### config.mk
export PLATFORM = sky130hd
export DESIGN_NAME = float_to_pcm_sample_packer_unit
export DESIGN_NICKNAME = d
export VERILOG_FILES = /design/src/fpcm_pkg.sv /design/src/float_to_pcm_sample_packer_unit.sv /design/src/fpcm_regs.sv /design/src/fpcm_pipe.sv
export SDC_FILE = /design/constraint.sdc
export NUM_CORES = 1
export LEC_CHECK = 0
export ABC_CLOCK_PERIOD_IN_PS = 7600
export BUFFER_PORTS_ARGS = -buffer_cell sky130_fd_sc_hd__buf_4
export CAP_MARGIN = 10
export CORE_MARGIN = 4
export CORE_UTILIZATION = 36
export CTS_CLUSTER_SIZE = 40
export DETAILED_ROUTE_END_ITERATION = 8
export PLACE_DENSITY_LB_ADDON = 0.12
export RECOVER_POWER = 25
export SYNTH_ARGS = -nofsm -noshare
export SYNTH_HDL_FRONTEND = slang
export SYNTH_SLANG_ARGS = --single-unit
### constraint.sdc
create_clock -name aclk -period 7.6 [get_ports aclk]
set_input_delay 1.14 -clock aclk [delete_from_list [all_inputs] [get_ports aclk]]
set_output_delay 1.14 -clock aclk [all_outputs]
set_load 0.1 [all_outputs]
### src/fpcm_pkg.sv
// package for the float to pcm sample packer: payload structs, mode codes,
// register indexes and widths; no dependencies
`default_nettype none
package fpcm_pkg;

    localparam int SampleW = 32;
    localparam int BitsW   = 6;
    localparam int CountW  = 3;
    localparam int AddrW   = 5;

    typedef enum logic [2:0] {
        MODE_FLOAT  = 3'd0,
        MODE_INT16  = 3'd1,
        MODE_INT32  = 3'd2,
        MODE_INT24  = 3'd3,
        MODE_SILENT = 3'd4
    } mode_t;

    typedef enum logic [2:0] {
        REG_BITS    = 3'd0,
        REG_FLOAT   = 3'd1,
        REG_SIGNED  = 3'd2,
        REG_PACKED  = 3'd3,
        REG_ALIGN   = 3'd4,
        REG_BIG     = 3'd5
    } reg_idx_t;

    typedef struct packed {
        logic [SampleW-1:0] sample_float;
        logic               end_of_block;
    } in_beat_t;

    typedef struct packed {
        logic [SampleW-1:0] out_word;
        logic [CountW-1:0]  byte_count;
        logic               last_out;
    } out_beat_t;

    typedef struct packed {
        mode_t mode;
        logic  align_high;
        logic  big_endian;
        logic  count_two;
    } ctrl_t;

endpackage
`default_nettype wire

### src/float_to_pcm_sample_packer_unit.sv
// top level of the float to pcm sample packer
// depends on fpcm_pkg, fpcm_regs, fpcm_pipe
`default_nettype none
// Converts one IEEE single-precision sample per beat into a device word
// (float passthrough, 16, 32 or 24-in-32 signed pcm, either byte order).
// A new beat is accepted every cycle while the output is not stalled; each
// result passes through the three-stage classify, shift and pack pipeline.
// Registers are written over the apb port and must change only while idle.
module float_to_pcm_sample_packer_unit (
    input  wire                          aclk,
    input  wire                          aresetn,
    input  wire                          s_valid,
    output logic                         s_ready,
    input  fpcm_pkg::in_beat_t           s_data,
    output logic                         m_valid,
    input  wire                          m_ready,
    output fpcm_pkg::out_beat_t          m_data,
    input  wire                          psel,
    input  wire                          penable,
    input  wire                          pwrite,
    input  wire [fpcm_pkg::AddrW-1:0]    paddr,
    input  wire [31:0]                   pwdata,
    output logic [31:0]                  prdata,
    output logic                         pready
);
    import fpcm_pkg::*;

    ctrl_t ctrl;
    assign pready = 1'b1;

    fpcm_regs u_regs (
        .aclk(aclk), .aresetn(aresetn), .psel(psel), .penable(penable),
        .pwrite(pwrite), .paddr(paddr), .pwdata(pwdata), .prdata(prdata),
        .ctrl(ctrl)
    );

    fpcm_pipe u_pipe (
        .aclk(aclk), .aresetn(aresetn), .in_valid(s_valid), .in_ready(s_ready),
        .in_beat(s_data), .ctrl(ctrl), .out_valid(m_valid),
        .out_ready(m_ready), .out_beat(m_data)
    );
endmodule
`default_nettype wire

### src/fpcm_regs.sv
// apb register file for the packer; decodes the output mode
// depends on fpcm_pkg
`default_nettype none
module fpcm_regs (
    input  wire                          aclk,
    input  wire                          aresetn,
    input  wire                          psel,
    input  wire                          penable,
    input  wire                          pwrite,
    input  wire [fpcm_pkg::AddrW-1:0]    paddr,
    input  wire [31:0]                   pwdata,
    output logic [31:0]                  prdata,
    output fpcm_pkg::ctrl_t              ctrl
);
    import fpcm_pkg::*;

    logic [BitsW-1:0] bits_reg;
    logic float_reg, signed_reg, packed_reg, align_reg, big_reg;
    logic wr;
    logic [2:0] idx;
    logic int_ok;

    assign wr  = psel & penable & pwrite;
    assign idx = paddr[AddrW-1:2];

    always_ff @(posedge aclk) begin
        if (!aresetn) begin
            bits_reg   <= BitsW'(16);
            float_reg  <= 1'b0;
            signed_reg <= 1'b1;
            packed_reg <= 1'b1;
            align_reg  <= 1'b0;
            big_reg    <= 1'b0;
        end else if (wr) begin
            case (idx)
                REG_BITS:   bits_reg   <= pwdata[BitsW-1:0];
                REG_FLOAT:  float_reg  <= pwdata[0];
                REG_SIGNED: signed_reg <= pwdata[0];
                REG_PACKED: packed_reg <= pwdata[0];
                REG_ALIGN:  align_reg  <= pwdata[0];
                REG_BIG:    big_reg    <= pwdata[0];
                default: ;
            endcase
        end
    end

    always_comb begin
        case (idx)
            REG_BITS:   prdata = {26'd0, bits_reg};
            REG_FLOAT:  prdata = {31'd0, float_reg};
            REG_SIGNED: prdata = {31'd0, signed_reg};
            REG_PACKED: prdata = {31'd0, packed_reg};
            REG_ALIGN:  prdata = {31'd0, align_reg};
            REG_BIG:    prdata = {31'd0, big_reg};
            default:    prdata = 32'd0;
        endcase
    end

    assign int_ok = !float_reg && signed_reg;

    always_comb begin
        if (float_reg && bits_reg == BitsW'(32))
            ctrl.mode = MODE_FLOAT;
        else if (int_ok && packed_reg && bits_reg == BitsW'(16))
            ctrl.mode = MODE_INT16;
        else if (int_ok && packed_reg && bits_reg == BitsW'(32))
            ctrl.mode = MODE_INT32;
        else if (int_ok && bits_reg == BitsW'(24))
            ctrl.mode = MODE_INT24;
        else
            ctrl.mode = MODE_SILENT;
        ctrl.align_high = align_reg;
        ctrl.big_endian = big_reg;
        ctrl.count_two  = (bits_reg == BitsW'(16));
    end
endmodule
`default_nettype wire

### src/fpcm_pipe.sv
// three-stage conversion pipeline: decode, shift to integer, saturate and pack
// depends on fpcm_pkg
`default_nettype none
module fpcm_pipe (
    input  wire                  aclk,
    input  wire                  aresetn,
    input  wire                  in_valid,
    output logic                 in_ready,
    input  fpcm_pkg::in_beat_t   in_beat,
    input  fpcm_pkg::ctrl_t      ctrl,
    output logic                 out_valid,
    input  wire                  out_ready,
    output fpcm_pkg::out_beat_t  out_beat
);
    import fpcm_pkg::*;

    // stage 1: classify
    logic        v1_reg;
    logic        sign1_reg, zero1_reg, sat1_reg;
    logic [4:0]  sh1_reg;
    logic [23:0] man1_reg;
    logic [31:0] raw1_reg;
    logic        last1_reg;
    ctrl_t       c1_reg;
    // stage 2: magnitude
    logic        v2_reg;
    logic        sign2_reg, sat2_reg;
    logic [31:0] mag2_reg;
    logic [31:0] raw2_reg;
    logic        last2_reg;
    ctrl_t       c2_reg;
    // stage 3: output
    logic        v3_reg;
    out_beat_t   o3_reg;

    logic adv1, adv2, adv3;
    assign adv3     = !v3_reg || out_ready;
    assign adv2     = !v2_reg || adv3;
    assign adv1     = !v1_reg || adv2;
    assign in_ready = adv1;

    logic [7:0]  e;
    logic [22:0] f;
    logic        nan, big;
    assign e   = in_beat.sample_float[30:23];
    assign f   = in_beat.sample_float[22:0];
    assign nan = (e == 8'hFF) && (f != 23'd0);
    // |x| >= 1 clamps to full scale
    assign big = (e >= 8'd127);

    always_ff @(posedge aclk) begin
        if (!aresetn) begin
            v1_reg <= 1'b0;
        end else if (adv1) begin
            v1_reg <= in_valid;
        end
    end

    always_ff @(posedge aclk) begin
        if (adv1) begin
            sign1_reg <= in_beat.sample_float[31];
            zero1_reg <= nan || (e < 8'd96);
            sat1_reg  <= big && !nan;
            sh1_reg   <= 5'(8'd127 - e);
            man1_reg  <= {1'b1, f};
            raw1_reg  <= in_beat.sample_float;
            last1_reg <= in_beat.end_of_block;
            c1_reg    <= ctrl;
        end
    end

    // value * 2^31 = man * 2^(e-127+31-23); right shift by 127-e
    logic [55:0] wide;
    assign wide = {man1_reg, 32'd0} >> sh1_reg;

    always_ff @(posedge aclk) begin
        if (!aresetn) begin
            v2_reg <= 1'b0;
        end else if (adv2) begin
            v2_reg <= v1_reg;
        end
    end

    always_ff @(posedge aclk) begin
        if (adv2) begin
            sign2_reg <= sign1_reg;
            sat2_reg  <= sat1_reg;
            mag2_reg  <= zero1_reg ? 32'd0 : wide[55:24];
            raw2_reg  <= raw1_reg;
            last2_reg <= last1_reg;
            c2_reg    <= c1_reg;
        end
    end

    // mag2 is |x|*2^31 truncated, |x| < 1
    logic [31:0] q32, q16, q24, v, w;
    logic [31:0] m16, m24;
    assign m16 = {16'd0, mag2_reg[31:16]};
    assign m24 = {8'd0, mag2_reg[31:8]};

    always_comb begin
        if (sat2_reg) begin
            q32 = sign2_reg ? 32'h8000_0000 : 32'h7FFF_FFFF;
            q16 = sign2_reg ? 32'h0000_8000 : 32'h0000_7FFF;
            q24 = sign2_reg ? 32'h0080_0000 : 32'h007F_FFFF;
        end else begin
            q32 = sign2_reg ? (~mag2_reg + 32'd1) : mag2_reg;
            q16 = {16'd0, 16'(sign2_reg ? (~m16 + 32'd1) : m16)};
            q24 = {8'd0, 24'(sign2_reg ? (~m24 + 32'd1) : m24)};
        end
        case (c2_reg.mode)
            MODE_FLOAT: v = raw2_reg;
            MODE_INT16: v = q16;
            MODE_INT32: v = q32;
            MODE_INT24: v = c2_reg.align_high ? {q24[23:0], 8'd0} : q24;
            default:    v = 32'd0;
        endcase
        if (!c2_reg.big_endian)
            w = v;
        else if (c2_reg.mode == MODE_INT16)
            w = {16'd0, v[7:0], v[15:8]};
        else
            w = {v[7:0], v[15:8], v[23:16], v[31:24]};
    end

    always_ff @(posedge aclk) begin
        if (!aresetn) begin
            v3_reg <= 1'b0;
        end else if (adv3) begin
            v3_reg <= v2_reg;
        end
    end

    always_ff @(posedge aclk) begin
        if (adv3) begin
            o3_reg.out_word <= w;
            o3_reg.byte_count <= ((c2_reg.mode == MODE_INT16) ||
                (c2_reg.mode == MODE_SILENT && c2_reg.count_two)) ? 3'd2 : 3'd4;
            o3_reg.last_out <= last2_reg;
        end
    end

    assign out_valid = v3_reg;
    assign out_beat  = o3_reg;
endmodule
`default_nettype wire

==> flow_metrics.env, run 1 <==
export IMPL_num_vias=10000
export IMPL_postCtsHoldBufs=0
export IMPL_hold_path_class="reg2reg"
export IMPL_power_share_clock_pct=30.7
export IMPL_final_period_utilization_pct=50.9
export IMPL_place_area_mm2=0.0121
export IMPL_antenna_found_initial=0
export IMPL_synthMuxAreaShare_pct=8.66
export IMPL_fin_area_mm2=0.0126
export IMPL_drt_initial_drc_count=1204
export IMPL_reg2reg_depth=8
export IMPL_boundaryPins=148
export IMPL_n_antenna_cell=0
export IMPL_slew_headroom_pct=28.6
export IMPL_die_area_mm2=0.0341
export IMPL_critPathMaxFanout=17
export IMPL_p_leak_nw=4.60
export IMPL_maxSlewViolCount=0
export IMPL_tightest_slew_ns=1.06
export IMPL_synthAdderAreaFrac_pct=0.335
export IMPL_overflow=0
export IMPL_viasPerCell=6.21
export IMPL_cap_viol_max_count=0
export IMPL_post_cts_resized=0
export IMPL_final_nets=1285
export IMPL_crit_type="reg2reg"
export IMPL_final_cells=1614
export IMPL_p_total_mw=2.77
export IMPL_synthTopCellsByArea="edfxtp_1, nor2_1, mux4_2"
export IMPL_yosys_area_top_type="edfxtp_1"
export IMPL_synth_flop_cell="edfxtp_1"
export IMPL_synth_compound_area_share_pct=19.8
export IMPL_rsz0062_at_grt="false"
export IMPL_die_y_um=185
export IMPL_rrSetupSlack_ns=3.73
export IMPL_portBuffers=91
export IMPL_internal_power_mw=1.72
export IMPL_drc=0
export IMPL_grt_pass1_vias=9300
export IMPL_synth_top_family_by_area="simple AND/OR/NAND/NOR gates"
export IMPL_hold_path_end="u_pipe.raw2_reg[27]"
export IMPL_async_flop_share_pct=0
export IMPL_clk_path_buf_depth=2
export IMPL_wl_um=38900
export IMPL_grt_max_degree=73
export IMPL_final_setup_tns_ns=0
export IMPL_numCtsBuffers=17
export IMPL_status="completed"
export IMPL_ys_types=83
export IMPL_seqPwrFrac_pct=41.9
export IMPL_dp_cells=1582
export IMPL_powerDensity_mw_per_mm2=219
export IMPL_gp_congestion=0.992
export IMPL_period_minus_slack_ns=3.87
export IMPL_fmax_mhz=259
export IMPL_endpoint_kind="register"
export IMPL_combPwrFrac_pct=27.4
export IMPL_arrival_ns=4.01
export IMPL_wl_per_cell_um=24.1
export IMPL_setup_viol=0
export IMPL_min_path_cells=0
export IMPL_synthesis_area_mm2=0.0112
export IMPL_area_growth_pct=12.6
export IMPL_synth_edf_count=153
export IMPL_post_dp_hpwl_um=28100
export IMPL_grt_pass1_wl_um=58200
export IMPL_skew_ns=0.0139
export IMPL_largest_reg_flops=35
export IMPL_hold_viol=0
export IMPL_initial_utilization_pct=36.6
export IMPL_synth_top_area_share_pct=40.9
export IMPL_synth_xor_area_share_pct=0.234
export IMPL_fill_cells=3022
export IMPL_yosysSeqAreaShare_pct=43.4
export IMPL_cp_top_family="simple AND/OR/NAND/NOR gates"
export IMPL_die_w_um=185
export IMPL_h_tree_depth=4
export IMPL_crit_slowest_cell="nor4_1"
export IMPL_cts_root_buf="clkbuf_16"
export IMPL_r2r_end="u_pipe.out_beat[18]"
export IMPL_synthCells=1172
export IMPL_max_stage_delay_ns=0.74
export IMPL_path_cells="inv_1, ha_1, or3b_2, nor4_1, mux2i_1, o211ai_1, a211oi_1, a22oi_1"
export IMPL_clk_latency_ns=0.43
export IMPL_cts_setup_buffers=0
export IMPL_cp_data_required_time_ns=7.74
export IMPL_yosysWarnings=0
export IMPL_ant_nets=0
export IMPL_timing_rr_start="u_pipe.mag2_reg[16]"
export IMPL_synth_simple_area_share_pct=21.2
export IMPL_holdCritStartpoint="u_pipe.raw1_reg[27]"
export IMPL_cp_buffers_inverters=1
export IMPL_core_mm2=0.0307
export IMPL_swShare_pct=37.8
export IMPL_drive_gt1_share_pct=16.6
export IMPL_startpoint_type="register"
export IMPL_avgSynthCellArea_um2=9.57
export IMPL_clock_sinks=167
export IMPL_cts_tree="yes"
export IMPL_final_cell_mix="edfxtp_1, nor2_1, nand2_1"
export IMPL_num_rows=64
export IMPL_vdd_ir_drop_max_mv=0.136
export IMPL_ys_ff_latch=167
export IMPL_layout_commonest_cell="edfxtp_1"
export IMPL_path_clk_slew_ns=0.07
export IMPL_dr_pass1_iters=5
export IMPL_p_sw_mw=1.04
export IMPL_grt_use_total_pct=22.5
==> area by class of cell <==
class,instances,area [um2],area share [%]
multi-input combinational,873,5770,45.6
sequential,167,4870,38.6
timing repair buffer,116,803,6.36
tap,396,495,3.92
clock buffer,18,429,3.40
clock inverter,14,155,1.23
inverter,30,113,0.891
==> power groups by stage <==
stage               logic [mW]  clock network [mW]  registers [mW]
floorplan                0.422                   0            1.30
global placement         0.753                   0            1.17
detailed placement       0.753                   0            1.17
CTS                      0.756               0.870            1.15
global route             0.803               0.913            1.17
finish                   0.759               0.849            1.16
==> how the worst max path moves through the flow <==
stage	slack (ns)	end	startpoint	cells past startpoint
CTS	3.80	u_pipe.out_beat[18]	u_pipe.mag2_reg[16]	8
floorplan	3.23	prdata[0]	paddr[2]	5
finish	3.73	u_pipe.out_beat[18]	u_pipe.mag2_reg[16]	8
global placement	3.82	u_pipe.out_beat[18]	u_pipe.mag2_reg[16]	8
global route	3.48	u_pipe.out_beat[18]	u_pipe.mag2_reg[16]	8
detailed placement	3.81	u_pipe.out_beat[18]	u_pipe.mag2_reg[16]	8
==> cell usage after synthesis (all sizes together) (8+ instances only) <==
cell type	number
a22oi	9
nand4	16
o21ai	49
a211oi	26
o31ai	9
o221ai	10
mux2	21
a21oi	57
mux4	18
o22ai	18
or4b	8
and2	9
buf	40
mux2i	33
nand2b	17
nor2b	22
nand3	29
or4	13
edfxtp	153
dfxtp	14
nor3	44
nor3b	8
clkbuf	88
or3	14
inv	27
nor2	114
nand2	84
or3b	8
nor4	33
a31oi	18
o211ai	18
==> cell families (layout without fill, tap and decap cells) <==
group / after synthesis / in the layout
and+or+nand+nor: 450 / 450
other: 2 / 28
xor gates and xnor gates: 3 / 3
AOI/OAI and AO/OA: 317 / 317
DFF: 167 / 167
adders and majority gates: 3 / 3
buffers and inverters: 158 / 178
muxes: 72 / 72
==> per-layer routing <==
layer / global-route usage, % / part of all wire [%] / up-vias
li1: - / - / 4587
met1: 31.8 / 44 / 4885
met2: 33.6 / 43 / 470
met3: 4.01 / 7.9 / 85
met4: 9.64 / 4.6 / 2
met5: 1.57 / 0.18 / -
==> per-stage QoR <==
step	setup slack (ns)	hold WS, ns	util, %
after detailed placement	3.81	0.405	39.5
after global routing	3.48	0.428	41.2
after floorplan	3.23	0.400	-
final	3.73	0.418	41.2
after CTS	3.80	0.419	41.4
after global placement	3.82	0.402	39.5
Power figures use the tool's default switching activity.
==> inputs of run 2 (changes only) <==
--- a/config.mk
+++ b/config.mk
@@ -5,7 +5,8 @@
 export SDC_FILE = /design/constraint.sdc
 export NUM_CORES = 1
 export LEC_CHECK = 0
-export ABC_CLOCK_PERIOD_IN_PS = 7600
+export ABC_AREA = 1
+export ABC_CLOCK_PERIOD_IN_PS = 3500
 export BUFFER_PORTS_ARGS = -buffer_cell sky130_fd_sc_hd__buf_4
 export CAP_MARGIN = 10
 export CORE_MARGIN = 4
==> constraint.sdc (replaced) <==
create_clock -name aclk -period 3.5 [get_ports aclk]
set_input_delay 0.525 -clock aclk [delete_from_list [all_inputs] [get_ports aclk]]
set_output_delay 0.525 -clock aclk [all_outputs]
set_load 0.1 [all_outputs]
==> flow_metrics.env, run 2 <==
export IMPL_setup_viol=0
export IMPL_ys_ff_latch=167
export IMPL_postCtsHoldBufs=0
export IMPL_wl_per_cell_um=17.6
export IMPL_arrival_ns=2.90
export IMPL_finalWorstSetupSlack_ns=0.792
export IMPL_async_flop_share_pct=0
export IMPL_grt_use_total_pct=20.0
export IMPL_yosysWarnings=0
export IMPL_area_growth_pct=13.5
export IMPL_cp_data_required_time_ns=3.69
export IMPL_cts_setup_buffers=0
export IMPL_ant_nets=0
export IMPL_synthTopCellsByArea="edfxtp_1, nand2_1, nand3_1"
export IMPL_tightest_slew_ns=1.82
export IMPL_place_area_mm2=0.0114
export IMPL_antenna_found_initial=0
export IMPL_reg2reg_depth=11
export IMPL_period_minus_slack_ns=2.71
export IMPL_grt_pass1_wl_um=48900
export IMPL_cts_root_buf="clkbuf_16"
export IMPL_cts_tree="yes"
export IMPL_maxSlewViolCount=37
export IMPL_endpoint_kind="register"
export IMPL_post_cts_resized=0
export IMPL_largest_reg_flops=35
export IMPL_numCtsBuffers=17
export IMPL_synthesis_area_mm2=0.0105
export IMPL_path_clk_slew_ns=0.08
export IMPL_final_period_utilization_pct=77.4
export IMPL_drive_gt1_share_pct=13.5
export IMPL_yosysMostFrequentCell="nand2_1"
export IMPL_num_rows=62
export IMPL_die_y_um=179
export IMPL_boundaryPins=148
export IMPL_h_tree_depth=4
export IMPL_die_area_mm2=0.0321
export IMPL_drc=0
export IMPL_overflow=0
export IMPL_portBuffers=91
export IMPL_layout_commonest_cell="nand2_1"
export IMPL_final_setup_tns_ns=0
export IMPL_gp_congestion=0.898
export IMPL_hold_viol=0
export IMPL_clk_latency_ns=0.44
export IMPL_slew_headroom_pct=-21.5
export IMPL_dr_pass1_iters=7
export IMPL_status="finished, violations left"
export IMPL_core_mm2=0.0288
export IMPL_die_w_um=179
export IMPL_avgSynthCellArea_um2=7.81
export IMPL_failed_checks="capacitance limit, slew limit"
export IMPL_synth_edf_count=153
export IMPL_yosysSeqAreaShare_pct=46.3
export IMPL_clk_path_buf_depth=2
export IMPL_rsz0062_at_grt="false"
export IMPL_final_nets=1500
export IMPL_p_total_mw=6.20
export IMPL_powerDensity_mw_per_mm2=519
export IMPL_vdd_ir_drop_max_mv=0.270
export IMPL_max_stage_delay_ns=0.52
export IMPL_wl_um=32000
export IMPL_synth_common_cells="nand2_1, nand3_1, edfxtp_1"
export IMPL_synth_flop_cell="edfxtp_1"
export IMPL_synthCells=1349
export IMPL_initial_utilization_pct=36.6
export IMPL_cap_viol_max_count=1
export IMPL_post_place_ws_ns=0.817
export IMPL_n_antenna_cell=0
export IMPL_grt_pass1_vias=8629
export IMPL_critPathMaxFanout=38
export IMPL_startpoint_type="register"
export IMPL_p_leak_nw=5.25
export IMPL_fmax_mhz=369
export IMPL_fin_area_mm2=0.0120
export IMPL_hold_path_class="in2reg"
export IMPL_synth_top_area_share_pct=43.6
export IMPL_skew_ns=0.0202
export IMPL_post_dp_hpwl_um=24800
export IMPL_multi_input_area_mm2=0.00474
export IMPL_grt_max_degree=48
export IMPL_ys_types=50
export IMPL_viasPerCell=5.19
export IMPL_path_cells="buf_4, buf_4, nand2_1, nand2_1, inv_2, nand3_1, nand3_1, a21oi_1, nand3_1, a21oi_1, nand2_1"
export IMPL_fill_cells=2941
export IMPL_crit_slowest_cell="buf_4"
export IMPL_num_vias=9429
export IMPL_ff_latch_area_mm2=0.00487
export IMPL_drt_initial_drc_count=740
export IMPL_fin_util_pct=41.5
export IMPL_min_path_cells=1
export IMPL_final_cell_mix="nand2_1, nand3_1, edfxtp_1"
export IMPL_clock_sinks=167
export IMPL_yosys_area_top_type="edfxtp_1"
export IMPL_crit_type="reg2reg"
==> run 2: critical path: cells and delay by family (launching register included) <==
family                 cells  cell delay, ns
flip-flops                 1            0.44
AO/OA/AOI/OAI              2            0.33
AND/OR/NAND/NOR            6            0.77
buffers and inverters      3            0.92
==> run 2: cell type report <==
| class | instances | area share [%] |
|---|---|---|
| multi-input cells | 1001 | 39.6 |
| inverters | 124 | 3.93 |
| clock buffers | 17 | 3.56 |
| repair buffers | 109 | 6.28 |
| flip-flops and latches | 167 | 40.8 |
| clock inverters | 15 | 1.81 |
| well taps | 384 | 4.02 |
==> run 2: worst paths after layout <==
check	endpoint	slack (ns)	from
setup / recovery	u_pipe.out_beat[17]	0.79	u_pipe.raw2_reg[31]
hold / removal	u_pipe.raw1_reg[31]	0.29	s_data[32]
setup reg to reg	u_pipe.out_beat[17]	0.79	u_pipe.raw2_reg[31]
hold reg to reg	u_pipe.c2_reg[2]	0.42	u_pipe.c1_reg[2]
==> run 2: metrics by stage <==
stage	hold slack, ns	cells
after floorplan	0.400	1375
after global placement	0.404	1785
after detailed placement	0.405	1785
after CTS	0.252	1817
after global routing	0.273	1817
final	0.289	1817
==> run 2: logic make-up (layout without fill, tap and decap cells) <==
family                     count (synthesis)  after routing  share of synthesized area, %
other                                      2             28                        0.0713
DFF                                      167            167                          46.3
buffers and inverters                    207            265                          9.75
adders and majority gates                  3              3                         0.356
and+or+nand+nor                          767            767                          31.7
muxes                                      2              2                         0.190
xor gates and xnor gates                   1              1                        0.0832
AOI/OAI and AO/OA                        200            200                          11.6
==> run 2: layer usage <==
layer  track usage (%)  part of all wire, %  vias to the layer above
met5                 0                    0                        -
met4              5.47                  2.0                        0
met3              2.28                  4.8                       32
li1                  -                    -                     4637
met1              28.4                   46                     4462
met2              32.3                   47                      298
==> run 2: report_power, final <==
| group | total (mW) | switching, mW | internal, mW |
|---|---|---|---|
| logic | 1.77 | 1.36 | 0.407 |
| registers | 2.47 | 0.122 | 2.35 |
| clock network | 1.96 | 0.963 | 0.995 |
